### config.mk
export PLATFORM = sky130hd
export DESIGN_NAME = box_filter_1d_edge_replicate_core_flat
export DESIGN_NICKNAME = d
export VERILOG_FILES = /design/src/sv/bfe_pkg.sv /design/src/sv/bfe_ifs.sv /design/src/sv/box_filter_1d_edge_replicate_core.sv /design/src/sv/bfe_ctrl.sv /design/src/sv/bfe_dpath.sv /design/src/flat_wrapper.sv
export VERILOG_INCLUDE_DIRS = /design/src /design/src/sv
export SDC_FILE = /design/constraint.sdc
export NUM_CORES = 1
export LEC_CHECK = 0
export ABC_AREA = 1
export ABC_CLOCK_PERIOD_IN_PS = 13500
export BUFFER_PORTS_ARGS = -buffer_cell sky130_fd_sc_hd__buf_2
export CORE_ASPECT_RATIO = 0.75
export CORE_MARGIN = 2
export CORE_UTILIZATION = 45
export CTS_CLUSTER_SIZE = 8
export DETAILED_ROUTE_END_ITERATION = 6
export PLACE_DENSITY = 0.64
export SETUP_SLACK_MARGIN = 0.2
export SLEW_MARGIN = 40
export SYNTH_ARGS = -nofsm -noshare
export SYNTH_HDL_FRONTEND = slang
export SYNTH_SLANG_ARGS = --single-unit
### constraint.sdc
create_clock -name clk -period 13.5 [get_ports clk]
set_input_delay 2.7 -clock clk [delete_from_list [all_inputs] [get_ports clk]]
set_output_delay 2.7 -clock clk [all_outputs]
set_load 0.02 [all_outputs]
### src/sv/box_filter_1d_edge_replicate_core_defines.svh
// Assertion macros shared by the box filter RTL.
// Needs clk and rst_n in the scope of the including module; no other dependencies.
`ifndef BOX_FILTER_1D_EDGE_REPLICATE_CORE_DEFINES_SVH
`define BOX_FILTER_1D_EDGE_REPLICATE_CORE_DEFINES_SVH

// Same-cycle implication, checked out of reset.
`define BFE_ASSERT_HOLDS(label, ante, cons, msg) \
  label: assert property (@(posedge clk) disable iff (!rst_n) (ante) |-> (cons)) \
    else $error(msg);

// Next-cycle implication, checked out of reset.
`define BFE_ASSERT_NEXT(label, ante, cons, msg) \
  label: assert property (@(posedge clk) disable iff (!rst_n) (ante) |=> (cons)) \
    else $error(msg);

`endif

### src/sv/bfe_pkg.sv
// Shared constants and controller/datapath command and status types
// for the box filter. No dependencies.
package bfe_pkg;

  // Configuration port geometry.
  localparam int CFG_ADDR_W = 3;
  localparam int CFG_DATA_W = 32;
  localparam int REG_IDX_W  = CFG_ADDR_W - 2;

  // Register indexes.
  localparam logic [REG_IDX_W-1:0] REG_KERNEL = '0;

  // Kernel size register.
  localparam int                 KSIZE_W     = 5;
  localparam logic [KSIZE_W-1:0] KSIZE_RESET = KSIZE_W'(3);

  // Commands from the controller to the datapath.
  typedef struct packed {
    logic take;         // shift in the accepted beat
    logic plan;         // load the first centre position
    logic sum_init;     // clear the window sum, load lag and tap count
    logic sum_step;     // add one tap
    logic div_init;     // load the divider
    logic div_step;     // one quotient bit
    logic emit;         // write the result register
    logic next_centre;  // step the centre one sample toward the newest
    logic line_done;    // forget the line
  } bfe_cmd_t;

  // Status from the datapath to the controller.
  typedef struct packed {
    logic has_work;
    logic sum_last;
    logic div_last;
    logic centre_zero;
    logic line_end;
    logic out_free;
  } bfe_sts_t;

endpackage

### src/sv/bfe_ifs.sv
// Valid/ready stream interfaces for the box filter's sample input and result output.
// No dependencies.
interface bfe_in_if #(parameter int SAMPLE_BITS = 8);
  logic                   valid;
  logic                   ready;
  logic [SAMPLE_BITS-1:0] sample;
  logic                   line_end;

  modport source (output valid, output sample, output line_end, input ready);
  modport sink   (input valid, input sample, input line_end, output ready);
endinterface

interface bfe_out_if #(parameter int SAMPLE_BITS = 8);
  logic                   valid;
  logic                   ready;
  logic [SAMPLE_BITS-1:0] filtered;
  logic                   last_out;

  modport source (output valid, output filtered, output last_out, input ready);
  modport sink   (input valid, input filtered, input last_out, output ready);
endinterface

### src/sv/box_filter_1d_edge_replicate_core.sv
// Channel  Direction  Beat contents             Handshake
// in_bus   input      sample, line_end          valid / ready
// out_bus  output     filtered, last_out        valid / ready
// cfg      input      kernel_size at word 0     APB write, pready tied high
//
// Each result sums the span = 2*side+1 window taps one at a time in the tap adder,
// then divides the sum bit-serially over SUM_W = SAMPLE_BITS + clog2(MAX_KERNEL+1)
// quotient bits (13 by default).
// A new sample is taken while the last result still waits in the output register.
// Reset is synchronous and active low; it clears the line state and kernel_size to 3.
// A stall on out_bus holds the sequencer before it writes the next result.
module box_filter_1d_edge_replicate_core
  import bfe_pkg::*;
#(
  parameter int SAMPLE_BITS = 8,
  parameter int MAX_KERNEL  = 31
)
(
  input  logic                  clk,
  input  logic                  rst_n,
  bfe_in_if.sink                in_bus,
  bfe_out_if.source             out_bus,
  input  logic                  psel,
  input  logic                  penable,
  input  logic                  pwrite,
  input  logic [CFG_ADDR_W-1:0] paddr,
  input  logic [CFG_DATA_W-1:0] pwdata,
  output logic [CFG_DATA_W-1:0] prdata,
  output logic                  pready
);

  logic [KSIZE_W-1:0] kernel_r;
  logic               reg_sel;
  logic               cfg_wr;
  bfe_cmd_t           cmd;
  bfe_sts_t           sts;

  // Register decode on the word index.
  assign pready  = 1'b1;
  assign reg_sel = (paddr[CFG_ADDR_W-1:2] == REG_KERNEL);
  assign cfg_wr  = psel && penable && pwrite && pready;
  assign prdata  = reg_sel ? CFG_DATA_W'(kernel_r) : '0;

  always_ff @(posedge clk) begin
    if (!rst_n) begin
      kernel_r <= KSIZE_RESET;
    end else if (cfg_wr && reg_sel) begin
      kernel_r <= pwdata[KSIZE_W-1:0];
    end
  end

  // Sequencer.
  bfe_ctrl u_ctrl (
    .clk      (clk),
    .rst_n    (rst_n),
    .in_valid (in_bus.valid),
    .in_ready (in_bus.ready),
    .sts      (sts),
    .cmd      (cmd)
  );

  // Datapath.
  bfe_dpath #(
    .SAMPLE_BITS (SAMPLE_BITS),
    .MAX_KERNEL  (MAX_KERNEL)
  ) u_dpath (
    .clk          (clk),
    .rst_n        (rst_n),
    .kernel_size  (kernel_r),
    .in_sample    (in_bus.sample),
    .in_line_end  (in_bus.line_end),
    .cmd          (cmd),
    .sts          (sts),
    .out_valid    (out_bus.valid),
    .out_ready    (out_bus.ready),
    .out_filtered (out_bus.filtered),
    .out_last     (out_bus.last_out)
  );

endmodule

### src/sv/bfe_ctrl.sv
// Sequencing state machine of the box filter.
// Depends on bfe_pkg and box_filter_1d_edge_replicate_core_defines.svh.
`include "box_filter_1d_edge_replicate_core_defines.svh"

module bfe_ctrl
  import bfe_pkg::*;
(
  input  logic     clk,
  input  logic     rst_n,
  input  logic     in_valid,
  output logic     in_ready,
  input  bfe_sts_t sts,
  output bfe_cmd_t cmd
);

  localparam logic [2:0] S_IDLE  = 3'd0;
  localparam logic [2:0] S_PLAN  = 3'd1;
  localparam logic [2:0] S_START = 3'd2;
  localparam logic [2:0] S_SUM   = 3'd3;
  localparam logic [2:0] S_DIV0  = 3'd4;
  localparam logic [2:0] S_DIV   = 3'd5;
  localparam logic [2:0] S_OUT   = 3'd6;

  logic [2:0] state_r;
  logic [2:0] state_nxt;

  // Next state and commands.
  always_comb begin
    state_nxt = state_r;
    cmd       = '0;
    in_ready  = 1'b0;
    unique case (state_r)
      S_IDLE: begin
        in_ready = 1'b1;
        if (in_valid) begin
          cmd.take  = 1'b1;
          state_nxt = S_PLAN;
        end
      end
      S_PLAN: begin
        if (sts.has_work) begin
          cmd.plan  = 1'b1;
          state_nxt = S_START;
        end else begin
          state_nxt = S_IDLE;
        end
      end
      S_START: begin
        cmd.sum_init = 1'b1;
        state_nxt    = S_SUM;
      end
      S_SUM: begin
        cmd.sum_step = 1'b1;
        if (sts.sum_last) begin
          state_nxt = S_DIV0;
        end
      end
      S_DIV0: begin
        cmd.div_init = 1'b1;
        state_nxt    = S_DIV;
      end
      S_DIV: begin
        cmd.div_step = 1'b1;
        if (sts.div_last) begin
          state_nxt = S_OUT;
        end
      end
      S_OUT: begin
        // Hold the finished result until the output register frees up.
        if (sts.out_free) begin
          cmd.emit = 1'b1;
          if (sts.line_end && !sts.centre_zero) begin
            cmd.next_centre = 1'b1;
            state_nxt       = S_START;
          end else begin
            cmd.line_done = sts.line_end;
            state_nxt     = S_IDLE;
          end
        end
      end
      default: begin
        state_nxt = S_IDLE;
      end
    endcase
  end

  // State register.
  always_ff @(posedge clk) begin
    if (!rst_n) begin
      state_r <= S_IDLE;
    end else begin
      state_r <= state_nxt;
    end
  end

  `BFE_ASSERT_HOLDS(a_emit_needs_room, cmd.emit, sts.out_free, "result written over a held beat")
  `BFE_ASSERT_HOLDS(a_cmd_exclusive, 1'b1, $onehot0({cmd.take, cmd.plan, cmd.sum_init, cmd.sum_step, cmd.div_init, cmd.div_step, cmd.emit}), "overlapping datapath commands")
  `BFE_ASSERT_HOLDS(a_done_on_last, cmd.line_done, cmd.emit && sts.centre_zero && sts.line_end, "line cleared before its last result")
  `BFE_ASSERT_NEXT(a_take_plans, cmd.take, state_r == S_PLAN, "accepted beat not planned")

endmodule

### src/sv/bfe_dpath.sv
// Datapath of the box filter: sample history, tap adder, bit-serial divider
// and result register. Depends on bfe_pkg.
module bfe_dpath
  import bfe_pkg::*;
#(
  parameter int SAMPLE_BITS = 8,
  parameter int MAX_KERNEL  = 31
)
(
  input  logic                   clk,
  input  logic                   rst_n,
  input  logic [KSIZE_W-1:0]     kernel_size,
  input  logic [SAMPLE_BITS-1:0] in_sample,
  input  logic                   in_line_end,
  input  bfe_cmd_t               cmd,
  output bfe_sts_t               sts,
  output logic                   out_valid,
  input  logic                   out_ready,
  output logic [SAMPLE_BITS-1:0] out_filtered,
  output logic                   out_last
);

  localparam int HIST_DEPTH = MAX_KERNEL + 1;
  localparam int K_W        = $clog2(MAX_KERNEL + 1);
  localparam int LAG_W      = K_W + 1;
  localparam int SUM_W      = SAMPLE_BITS + K_W;
  localparam int DCNT_W     = $clog2(SUM_W);

  logic [SAMPLE_BITS-1:0] hist_r [HIST_DEPTH];
  logic [SAMPLE_BITS-1:0] first_r;
  logic [K_W-1:0]         seen_r;
  logic                   end_r;
  logic [K_W-1:0]         centre_r;
  logic [LAG_W-1:0]       lag_r;
  logic [K_W-1:0]         taps_r;
  logic [SUM_W-1:0]       acc_r;
  logic [SUM_W-1:0]       quo_r;
  logic [K_W-1:0]         rem_r;
  logic [DCNT_W-1:0]      dcnt_r;
  logic                   out_valid_r;
  logic [SAMPLE_BITS-1:0] out_filtered_r;
  logic                   out_last_r;

  logic [K_W-1:0]         k_eff;
  logic [K_W-1:0]         side;
  logic [K_W-1:0]         span;
  logic [K_W-1:0]         seen_nxt;
  logic [K_W-1:0]         top_centre;
  logic [K_W-1:0]         centre_nxt;
  logic [K_W-1:0]         lag_mag;
  logic [SAMPLE_BITS-1:0] tap;
  logic [SUM_W-1:0]       acc_nxt;
  logic [K_W:0]           trial;
  logic [K_W:0]           trial_diff;
  logic                   trial_ge;
  logic [K_W-1:0]         rem_nxt;

  // Effective kernel: zero acts as one, oversized clamps to the maximum.
  always_comb begin
    if (kernel_size == '0) begin
      k_eff = K_W'(1);
    end else if (32'(kernel_size) > MAX_KERNEL) begin
      k_eff = K_W'(MAX_KERNEL);
    end else begin
      k_eff = K_W'(kernel_size);
    end
  end

  assign side = (k_eff - K_W'(1)) >> 1;
  assign span = K_W'({side, 1'b1});

  // Fill count saturates at the window span.
  assign seen_nxt = (seen_r < span) ? seen_r + K_W'(1) : span;

  // First centre: the oldest pending one at line end, else the side width.
  assign top_centre = seen_r - K_W'(1);
  assign centre_nxt = (end_r && (top_centre < side)) ? top_centre : side;

  // Tap select: ahead of the newest repeats it, behind the line start repeats the first.
  assign lag_mag = lag_r[K_W-1:0];
  always_comb begin
    if (lag_r[LAG_W-1]) begin
      tap = hist_r[0];
    end else if (lag_mag >= seen_r) begin
      tap = first_r;
    end else begin
      tap = hist_r[lag_mag];
    end
  end

  assign acc_nxt = acc_r + SUM_W'(tap);

  // Restoring division, one quotient bit per cycle.
  assign trial      = {rem_r, quo_r[SUM_W-1]};
  assign trial_ge   = trial >= {1'b0, k_eff};
  assign trial_diff = trial - {1'b0, k_eff};
  assign rem_nxt    = trial_ge ? trial_diff[K_W-1:0] : trial[K_W-1:0];

  // Sample history shift line.
  always_ff @(posedge clk) begin
    if (cmd.take) begin
      hist_r[0] <= in_sample;
      for (int i = 1; i < HIST_DEPTH; i++) begin
        hist_r[i] <= hist_r[i-1];
      end
    end
  end

  // Line state.
  always_ff @(posedge clk) begin
    if (!rst_n) begin
      first_r <= '0;
      seen_r  <= '0;
      end_r   <= 1'b0;
    end else if (cmd.take) begin
      if (seen_r == '0) begin
        first_r <= in_sample;
      end
      seen_r <= seen_nxt;
      end_r  <= in_line_end;
    end else if (cmd.line_done) begin
      seen_r <= '0;
    end
  end

  // Centre, lag and tap counters.
  always_ff @(posedge clk) begin
    if (cmd.plan) begin
      centre_r <= centre_nxt;
    end else if (cmd.next_centre) begin
      centre_r <= centre_r - K_W'(1);
    end
    if (cmd.sum_init) begin
      lag_r  <= {1'b0, centre_r} - {1'b0, side};
      taps_r <= span - K_W'(1);
    end else if (cmd.sum_step) begin
      lag_r  <= lag_r + LAG_W'(1);
      taps_r <= taps_r - K_W'(1);
    end
  end

  // Window sum.
  always_ff @(posedge clk) begin
    if (!rst_n) begin
      acc_r <= '0;
    end else if (cmd.sum_init) begin
      acc_r <= '0;
    end else if (cmd.sum_step) begin
      acc_r <= acc_nxt;
    end
  end

  // Divider registers.
  always_ff @(posedge clk) begin
    if (cmd.div_init) begin
      quo_r  <= acc_r;
      rem_r  <= '0;
      dcnt_r <= DCNT_W'(SUM_W - 1);
    end else if (cmd.div_step) begin
      quo_r  <= {quo_r[SUM_W-2:0], trial_ge};
      rem_r  <= rem_nxt;
      dcnt_r <= dcnt_r - DCNT_W'(1);
    end
  end

  // Result register.
  always_ff @(posedge clk) begin
    if (!rst_n) begin
      out_valid_r <= 1'b0;
    end else if (cmd.emit) begin
      out_valid_r <= 1'b1;
    end else if (out_ready) begin
      out_valid_r <= 1'b0;
    end
  end

  always_ff @(posedge clk) begin
    if (cmd.emit) begin
      out_filtered_r <= quo_r[SAMPLE_BITS-1:0];
      out_last_r     <= end_r && (centre_r == '0);
    end
  end

  assign out_valid    = out_valid_r;
  assign out_filtered = out_filtered_r;
  assign out_last     = out_last_r;

  // Status toward the controller.
  always_comb begin
    sts.has_work    = end_r || (seen_r > side);
    sts.sum_last    = (taps_r == '0);
    sts.div_last    = (dcnt_r == '0);
    sts.centre_zero = (centre_r == '0);
    sts.line_end    = end_r;
    sts.out_free    = !out_valid_r || out_ready;
  end

endmodule

### src/flat_wrapper.sv
// flat-port wrapper written by rule: the top's interface ports become plain ports
module box_filter_1d_edge_replicate_core_flat import bfe_pkg::*;
#(
  parameter int SAMPLE_BITS = 8,
  parameter int MAX_KERNEL  = 31
)
  (clk, rst_n, psel, penable, pwrite, paddr, pwdata, prdata, pready, in_bus_valid, in_bus_sample, in_bus_line_end, in_bus_ready, out_bus_valid, out_bus_filtered, out_bus_last_out, out_bus_ready);
  bfe_in_if #(.SAMPLE_BITS(SAMPLE_BITS)) in_bus_i ();
  bfe_out_if #(.SAMPLE_BITS(SAMPLE_BITS)) out_bus_i ();
  input  logic clk;
  input  logic rst_n;
  input  logic psel;
  input  logic penable;
  input  logic pwrite;
  input  logic [CFG_ADDR_W-1:0] paddr;
  input  logic [CFG_DATA_W-1:0] pwdata;
  output logic [CFG_DATA_W-1:0] prdata;
  output logic pready;
  input wire logic [$bits(in_bus_i.valid)-1:0] in_bus_valid;
  input wire logic [$bits(in_bus_i.sample)-1:0] in_bus_sample;
  input wire logic [$bits(in_bus_i.line_end)-1:0] in_bus_line_end;
  output wire logic [$bits(in_bus_i.ready)-1:0] in_bus_ready;
  output wire logic [$bits(out_bus_i.valid)-1:0] out_bus_valid;
  output wire logic [$bits(out_bus_i.filtered)-1:0] out_bus_filtered;
  output wire logic [$bits(out_bus_i.last_out)-1:0] out_bus_last_out;
  input wire logic [$bits(out_bus_i.ready)-1:0] out_bus_ready;
  assign in_bus_i.valid = in_bus_valid;
  assign in_bus_i.sample = in_bus_sample;
  assign in_bus_i.line_end = in_bus_line_end;
  assign in_bus_ready = in_bus_i.ready;
  assign out_bus_valid = out_bus_i.valid;
  assign out_bus_filtered = out_bus_i.filtered;
  assign out_bus_last_out = out_bus_i.last_out;
  assign out_bus_i.ready = out_bus_ready;
  box_filter_1d_edge_replicate_core #(.SAMPLE_BITS(SAMPLE_BITS), .MAX_KERNEL(MAX_KERNEL)) u_core (.clk(clk), .rst_n(rst_n), .in_bus(in_bus_i), .out_bus(out_bus_i), .psel(psel), .penable(penable), .pwrite(pwrite), .paddr(paddr), .pwdata(pwdata), .prdata(prdata), .pready(pready));
endmodule
## Word level (Yosys, flattened, before mapping)

Memory sizes are Yosys's and may differ from the RTL's. A register that Yosys moved wholly into a read port is not among the register bits.
Cells that the tools add are included.

- Add/sub/neg operators: 11
- $lt $le $gt $ge: 5
- Equality and inequality tests: 10
- Muxes and demuxes: 42
- Bitwise gates (word level): 2
- Reduce and logical (&&, ||, !) cells: 24

Operators with widths:

| operator | number |
|---|---|
| 5-bit 2-to-1 mux | 12 |
| 13-bit 2-to-1 mux | 2 |
| 5-bit by 1-bit subtractor with 5-bit output, second input constant | 5 |
| 3-bit one-hot mux with 7 select lines | 1 |
| 5-bit logical NOT | 4 |
| 3-bit 2-to-1 mux | 6 |
| 8-bit 2-to-1 mux | 2 |
| 1-bit 2-to-1 mux | 15 |
| 13-bit by 8-bit adder with 13-bit output | 1 |
| 6-bit 2-to-1 mux | 2 |
| 2-bit nonzero test | 5 |
| 3-bit == test, second input constant | 3 |
| 6-bit by 1-bit adder with 6-bit output, second input constant | 1 |
| 3-bit by 2-bit == test with 1-bit output, second input constant | 2 |
| 6-bit by 5-bit greater-or-equal comparator with 1-bit output | 1 |
| 1-bit logical AND | 6 |
| 2-bit by 1-bit != test with 1-bit output, second input constant | 3 |
| 5-bit by 4-bit subtractor with 6-bit output | 1 |
| 5-bit by 1-bit adder with 5-bit output, second input constant | 1 |
| 5-bit greater-or-equal comparator | 1 |
| 5-bit by 4-bit > comparator with 1-bit output | 1 |
| 5-bit by 4-bit < comparator with 1-bit output | 1 |
| 5-bit < comparator | 1 |
| 5-bit subtractor | 1 |
| 12 further kinds | 16 |

- Register bits after elaboration: 83
- Bits in writable memories: 256
- Input port bits: 51
- Output and inout port bits: 44
- Logic and storage cells: 110
- Memories kept: 1

Memories:

| name | depth | bits a word | rd ports | clocked after Yosys merged registers in | wr ports | RTL line | source |
|---|---|---|---|---|---|---|---|
| u_core.u_dpath.hist_r | 32 | 8 | 32 | 1 | 32 | bfe_dpath.sv:29 | `logic [SAMPLE_BITS-1:0] hist_r [HIST_DEPTH];` |

## Longest topological paths before layout

Gate-level depths: netlist of the first run.

- Depth in word-level cells: 8
- Mapped depth: 24
- Depth with buffers taken out: 22

## Hierarchy

A second synthesis of the first run with hierarchy kept.

- Cells, all modules: 1,558
- Area total of the unflattened synthesis: 15,805.2 um^2

Modules (own cells, without submodules):

| module | instances | cells each | area each (um^2) | seq. area each (um^2) |
|---|---|---|---|---|
| bfe_dpath | 1 | 1,428 | 15,028.2 | 9,669.3 |
| box_filter_1d_edge_replicate_core | 1 | 74 | 490.5 | 100.1 |
| bfe_ctrl | 1 | 56 | 286.5 | 60.1 |

## Worst setup path after synthesis of the first run

No wires, ideal clock.

- Kind: input port to flip-flop
- Start point: in in_bus_valid
- End point: reg u_core.u_dpath.first_r[0]
- Setup time: 125 ps
- Data arrival time: 7,905 ps
- Required time: 13,375 ps
- Setup slack: 5,470 ps
- Stages on the path: 5
- Path buffers: 0
- Cell sequence: inv_1 -> nor2_4 -> nand4_1 -> o21ai_0 -> nor2_1

RTL lines:

| what | RTL line | source |
|---|---|---|
| start: declaration | flat_wrapper.sv:19 | `input wire logic [$bits(in_bus_i.valid)-1:0] in_bus_valid;` |
| end signal: assignment | bfe_dpath.sv:117 | `first_r <= in_sample;` |
| end: declaration | bfe_dpath.sv:30 | `logic [SAMPLE_BITS-1:0] first_r;` |

## Final worst setup path of the first run

- Start point: in paddr[2]
- End point: out prdata[3]

- Word-level cells in the longest chain between the ends: 1

RTL lines:

| what | RTL line | source |
|---|---|---|
| start: declaration | flat_wrapper.sv:15 | `input logic [CFG_ADDR_W-1:0] paddr;` |
| 5-bit 2-to-1 mux | box_filter_1d_edge_replicate_core.sv:42 | `assign prdata = reg_sel ? CFG_DATA_W'(kernel_r) : '0;` |
| end: declaration | flat_wrapper.sv:17 | `output logic [CFG_DATA_W-1:0] prdata;` |

No other way between the ends.

==> results of run 1 <==
==> power breakdown <==
part           switching (mW)  internal, mW
combinational           0.603         0.307
sequential              0.149          1.45
clock                   0.430         0.676
==> final cells by class <==
class | count | area [um^2]
Tap cell | 457 | 571.8
Multi-Input combinational cell | 834 | 4788
Clock buffer | 78 | 1356
Inverter | 178 | 671.9
Fill cell | 3037 | 17020
Sequential cell | 344 | 9836
Clock inverter | 1 | 16.27
Timing Repair Buffer | 46 | 289.0
==> through the flow <==
step | std cells | setup slack (ns) | area, um^2
floorplan | 1443 | 5.470 | 15820
global placement | 1858 | 7.708 | 16110
detailed placement | 1859 | 7.703 | 16150
CTS | 1938 | 7.700 | 17520
global route | 1938 | 7.672 | 17530
finish | 1938 | 7.703 | 17530
==> synth_stat cells (all sizes together) (19+ instances only) <==
library cell	number
nand2	166
o21ai	158
dfxtp	50
buf	68
edfxtp	294
clkbuf	19
inv	175
a21oi	126
mux2i	42
ha	39
nand3	112
o211ai	37
nor2	66
==> kinds of logic (layout without fill, tap and decap cells) <==
kind of cell / Yosys count / count (layout)
other cells: 2 / 28
simple gates: 360 / 360
fa+ha+maj: 42 / 42
mux: 42 / 42
xor+xnor: 22 / 22
flops: 344 / 344
compound gates: 340 / 340
buf+inv: 265 / 303
==> state kept, by name (all words and copies together) (netlist names), 6 cells and up, named ones only <==
name,count
u_core.u_dpath.quo_r,13
u_core.u_dpath.hist_r,256
u_core.u_dpath.out_filtered,8
u_core.u_dpath.lag_r,6
u_core.u_dpath.acc_r,13
u_core.u_dpath.first_r,8
==> worst max-delay path: stages <==
cell	delay [ns]
buf_2	0.13
nor2_1	0.10
buf_2	0.17
==> final timing paths <==
kind         slack (ns)                                    end                             startpoint  cells past startpoint
min                0.44  u_core.u_dpath.hist_r[1][6]$_DFFE_PP_  u_core.u_dpath.hist_r[0][6]$_DFFE_PP_                      0
max                7.70                              prdata[3]                               paddr[2]                      3
max reg2reg        8.47  u_core.u_dpath.acc_r[12]$_SDFFE_PP0P_                              flip-flop                     23
min reg2reg        0.44  u_core.u_dpath.hist_r[1][6]$_DFFE_PP_  u_core.u_dpath.hist_r[0][6]$_DFFE_PP_                      0
==> per-layer routing <==
layer / wire, um / global-route usage [%] / vias to the layer above / part of all wire [%]
li1: - / - / 5001 / -
met4: 556 / 4.873 / 0 / 1.8
met1: 15810 / 26.93 / 4815 / 51
met2: 13170 / 25.18 / 245 / 42
met3: 1745 / 3.059 / 47 / 5.6
met5: 0 / 0 / - / 0
==> impl_metrics.toml, run 1 <==
[logic_synthesis]
ys_warn_count = 0
synth_largest_type_area_fraction_pct = 56.15
synth_area_um2 = 15720
seq_area_frac_synth_pct = 62.51
synth_edf_count = 294
synth_cells = 1417
synth.ff_latch_count = 344
async_flop_share_pct = 0
synth_compound_area_share_pct = 11.97
synth-main-ff-cell = "edfxtp_1"
synthTopCellsByArea = "edfxtp_1 56%, dfxtp_1 6.4%, a21oi_1 3.9%, o21ai_0 3.9%, inv_1 3.9%"
synthMuxAreaShare_pct = 2.674
yosys.area.top_type = "edfxtp_1"
synthSimpleGateAreaFrac_pct = 10.32
synth_xor_area_share_pct = 1.225
synth_fa_ha_area_share_pct = 3.485
yosysUniqueCellTypes = 53
synth_top_family_by_area = "compound AO/OA/AOI/OAI gates"
syn_area_per_cell_um2 = 11.10

[die]
ioPinCount = 95
die_w_um = 219.8
core-area_um2 = 34550
start_util_pct = 45.51
rows = 59
fp.dieH_um = 165.9
die_area_um2 = 36470

[drt]
first_pass_iters = 5
drtIter0Drc = 944
vias_per_cell = 5.216
ant_nets = 0
routed_wl_mm = 31.28
vias = 10110
drc = 0
wl_per_cell_um = 16.14

[timing]
setup_viol = 0
skew_ns = 0.01385
whs_ns = 0.4403
slew_headroom_pct = 44.16
fin_setup_tns_ns = 0
period_share_pct = 42.94
drv_slew = 0
finalHoldViolCount = 0
worstMarginPinSlew_ns = 0.8366
period_needed_ns = 5.797
clock.fmax_ghz = 0.1725
rsz0062_at_grt = "false"

[global_route]
grt_max_degree = 116
grt_pass1_wl_mm = 51.16
overflow = 0
grt_pass1_vias = 9829
grt.total_usage_pct = 17.45
antenna_found_initial = 0

[placement]
globalplace.congestion = 0.8076
port_buffers = 37
post-dp-hpwl_mm = 19.17

[clocking]
cts_tree = "done"
cts_buffers = 48
clock_path_buffers = 3
hold_buffers = 0
cts-htree-levels = 2
cts-root-buf = "clkbuf_16"
clock_latency_ns = 0.55
cts_setup_buffers = 0
clock-sinks = 344
path_clk_slew_ns = 0.05
cts_resized = 0

[pwr]
powerDensity_nw_per_um2 = 206.4
ir_worst_vdd_mv = 0.1340
fin_total_pwr_mw = 3.619
total_leakage_power_nw = 6.874

[setup_path]
worst_setup_path_end_kind = "output pin"
critPathLaunchType = "input port"
cp_max_fo = 6
critPathKind = "in -> out"
required_ns = 10.80
worstPathArrival_ns = 3.10

[min_path]
min_path_type = "reg -> reg"

[finish]
final_cell_mix = "294 x edfxtp_1, 164 x inv_1, 158 x nand2_1"
final_util_pct = 50.74
layout_commonest_cell = "edfxtp_1"
area_growth_pct = 11.48
insertedDiodeCount = 0
layout-drive-gt1-share_pct = 9.656
finalNetCount = 1545

[status]
status = "completed"

[flow_run]
cap_violations = 0
Note: power is estimated with default switching activity, not from simulation.
==> run 2: changes to the inputs <==
Settings changed: ABC_CLOCK_PERIOD_IN_PS 13500 to 5190, PLACE_DENSITY 0.64 to 0.66.
Clock period 13.5 ns to 5.19 ns, I/O delays scaled along.
==> impl_metrics.toml, run 2 (same netlist as run 1, synthesis figures left out) <==
[setup_path]
crit_start = "u_core.u_dpath.seen_r[2]$_SDFFE_PN0P_"
rr_endpoint = "u_core.u_dpath.acc_r[12]$_SDFFE_PP0P_"
critPathLaunchType = "flip-flop"
slowest_delay_ns = 0.64
path_common_cell = "nand2_1"
r2r_cells = 20
r2r-start = "u_core.u_dpath.seen_r[2]$_SDFFE_PN0P_"
worst-r2r-setup-slack_ns = 1.12
cp_max_fo = 16
worst_setup_path_end_kind = "flip-flop"
slowest_stage = "o2111a_1"
worstPathArrival_ns = 4.55
crit_path_cell_trace = "inv_1 -> ha_1 -> a21oi_1 -> o2111a_1 -> nand3_1 -> o211ai_1 -> o21ai_1 -> ha_1 -> fa_1 -> nand3_1 -> nand2_1 -> nand2_1 -> nand2_1 -> a21oi_1 -> o21ai_1 -> nand2_1 -> nor2_2 -> nand3_1 -> nand2_1 -> a21oi_1"
critPathKind = "reg -> reg"
required_ns = 5.67

[pwr]
swShare_pct = 32.66
power_frac_comb_pct = 26.4
switchingPower_mw = 3.087
p_seq_share_pct = 43.7
total_leakage_power_nw = 6.942
ir_worst_vdd_mv = 0.2751
p_int_mw = 6.365
power_frac_clock_pct = 29.9
powerDensity_nw_per_um2 = 535.8

[drt]
wl_per_cell_um = 16.39
vias = 10230
routed_wl_mm = 31.81
first_pass_iters = 5
drtIter0Drc = 998
drc = 0
ant_nets = 0
vias_per_cell = 5.273

[timing]
worstMarginPinSlew_ns = 0.8736
slew_headroom_pct = 41.70
setup_ws_ns = 1.116
setup_viol = 0
period_needed_ns = 4.074
clock.fmax_ghz = 0.2455
fin_setup_tns_ns = 0
drv_slew = 0
period_share_pct = 78.50
finalHoldViolCount = 0
skew_ns = 0.01392
rsz0062_at_grt = "false"

[die]
start_util_pct = 45.51
die_area_um2 = 36470
core-area_um2 = 34550
rows = 59
fp.dieH_um = 165.9
ioPinCount = 95
die_w_um = 219.8

[global_route]
overflow = 0
antenna_found_initial = 1
grt_pass1_wl_mm = 50.51
grt_max_degree = 94
grt_pass1_vias = 9657
grt.total_usage_pct = 17.23

[placement]
place_ws_ns = 1.119
post-dp-hpwl_mm = 19.92
placed_area_um2 = 16300
globalplace.congestion = 0.8369
port_buffers = 37

[finish]
regMostFlops = "u_core.u_dpath.hist_r"
design_area_um2 = 17640
multiInputGateArea_um2 = 4781
finalNetCount = 1557
final_util_pct = 51.06
layout_commonest_cell = "edfxtp_1"
regArea_um2 = 9834
fill_cells = 3018
largest_reg_flops = 256
layout-drive-gt1-share_pct = 10.32
area_growth_pct = 12.20
top_regs = "u_core.u_dpath.hist_r: 256 flops, u_core.u_dpath.acc_r: 13 flops, u_core.u_dpath.quo_r: 13 flops"
final_cell_mix = "294 x edfxtp_1, 164 x inv_1, 158 x nand2_1"

[clocking]
cts_resized = 0
cts-htree-levels = 2
clock-sinks = 344
cts-root-buf = "clkbuf_16"
clock_latency_ns = 0.55
cts_setup_buffers = 0
cts_tree = "done"
clock_path_buffers = 3
path_clk_slew_ns = 0.05
cts_buffers = 48
hold_buffers = 0

[min_path]
hold_path_end = "u_core.u_dpath.hist_r[6][6]$_DFFE_PP_"
min_from = "u_core.u_dpath.hist_r[5][6]$_DFFE_PP_"
min_delay_path_depth = 0
min_path_type = "reg -> reg"

[status]
status = "completed"

[flow_run]
cap_violations = 0
run 2: worst max-delay path by stage:
stage | to | cells past startpoint | slack [ns]
6_report | u_core.u_dpath.acc_r[12]$_SDFFE_PP0P_ | 20 | 1.12
5_1_grt | u_core.u_dpath.acc_r[11]$_SDFFE_PP0P_ | 17 | 0.73
4_1_cts | u_core.u_dpath.acc_r[12]$_SDFFE_PP0P_ | 20 | 1.11
3_5_place_dp | u_core.u_dpath.acc_r[12]$_SDFFE_PP0P_ | 20 | 1.12
3_3_place_gp | u_core.u_dpath.acc_r[12]$_SDFFE_PP0P_ | 20 | 1.17
2_1_floorplan | u_core.u_dpath.first_r[0]$_SDFFE_PN0P_ | 6 | -0.94
run 2: metrics by stage:
step | total power [mW] | hold slack, ns | std cells
2_1_floorplan | 6.015 | 0.4257 | 1443
3_3_place_gp | 6.545 | 0.4267 | 1869
3_5_place_dp | 6.658 | 0.4323 | 1871
4_1_cts | 9.514 | 0.4304 | 1940
5_1_grt | 10.02 | 0.4383 | 1941
6_report | 9.453 | 0.4375 | 1941
run 2: layout make-up:
| class | instances | share of cell area [%] |
|---|---|---|
| inverters | 178 | 3.879 |
| flip-flops and latches | 344 | 55.74 |
| repair buffers | 58 | 2.454 |
| well taps | 457 | 3.241 |
| clock buffers | 68 | 7.475 |
| clock inverters | 1 | 0.09220 |
| diodes | 1 | 0.01418 |
| multi-input cells | 834 | 27.10 |
run 2: power by group through the flow:
| stage | Sequential (mW) | Combinational (mW) | Clock [mW] |
|---|---|---|---|
| 2_1_floorplan | 4.07 | 1.95 | 0 |
| 3_3_place_gp | 4.15 | 2.39 | 0 |
| 3_5_place_dp | 4.18 | 2.48 | 0 |
| 4_1_cts | 4.14 | 2.49 | 2.89 |
| 5_1_grt | 4.20 | 2.82 | 3.00 |
| 6_report | 4.14 | 2.50 | 2.82 |
run 2: worst max-delay path, delay by kind of cell (launching register included):
family                     cells  cell delay (ns)
AOI/OAI and AO/OA              7             1.44
adders and majority gates      3             1.06
buffers and inverters          1             0.18
DFF                            1             0.53
and+or+nand+nor                9             0.78
run 2: per-layer routing:
metal | up-vias | wire, um | track usage (%)
met5 | - | 0 | 0
met4 | 0 | 561 | 4.815
met3 | 50 | 1928 | 3.718
met2 | 262 | 13640 | 24.75
met1 | 4908 | 15680 | 26.22
li1 | 5014 | - | -
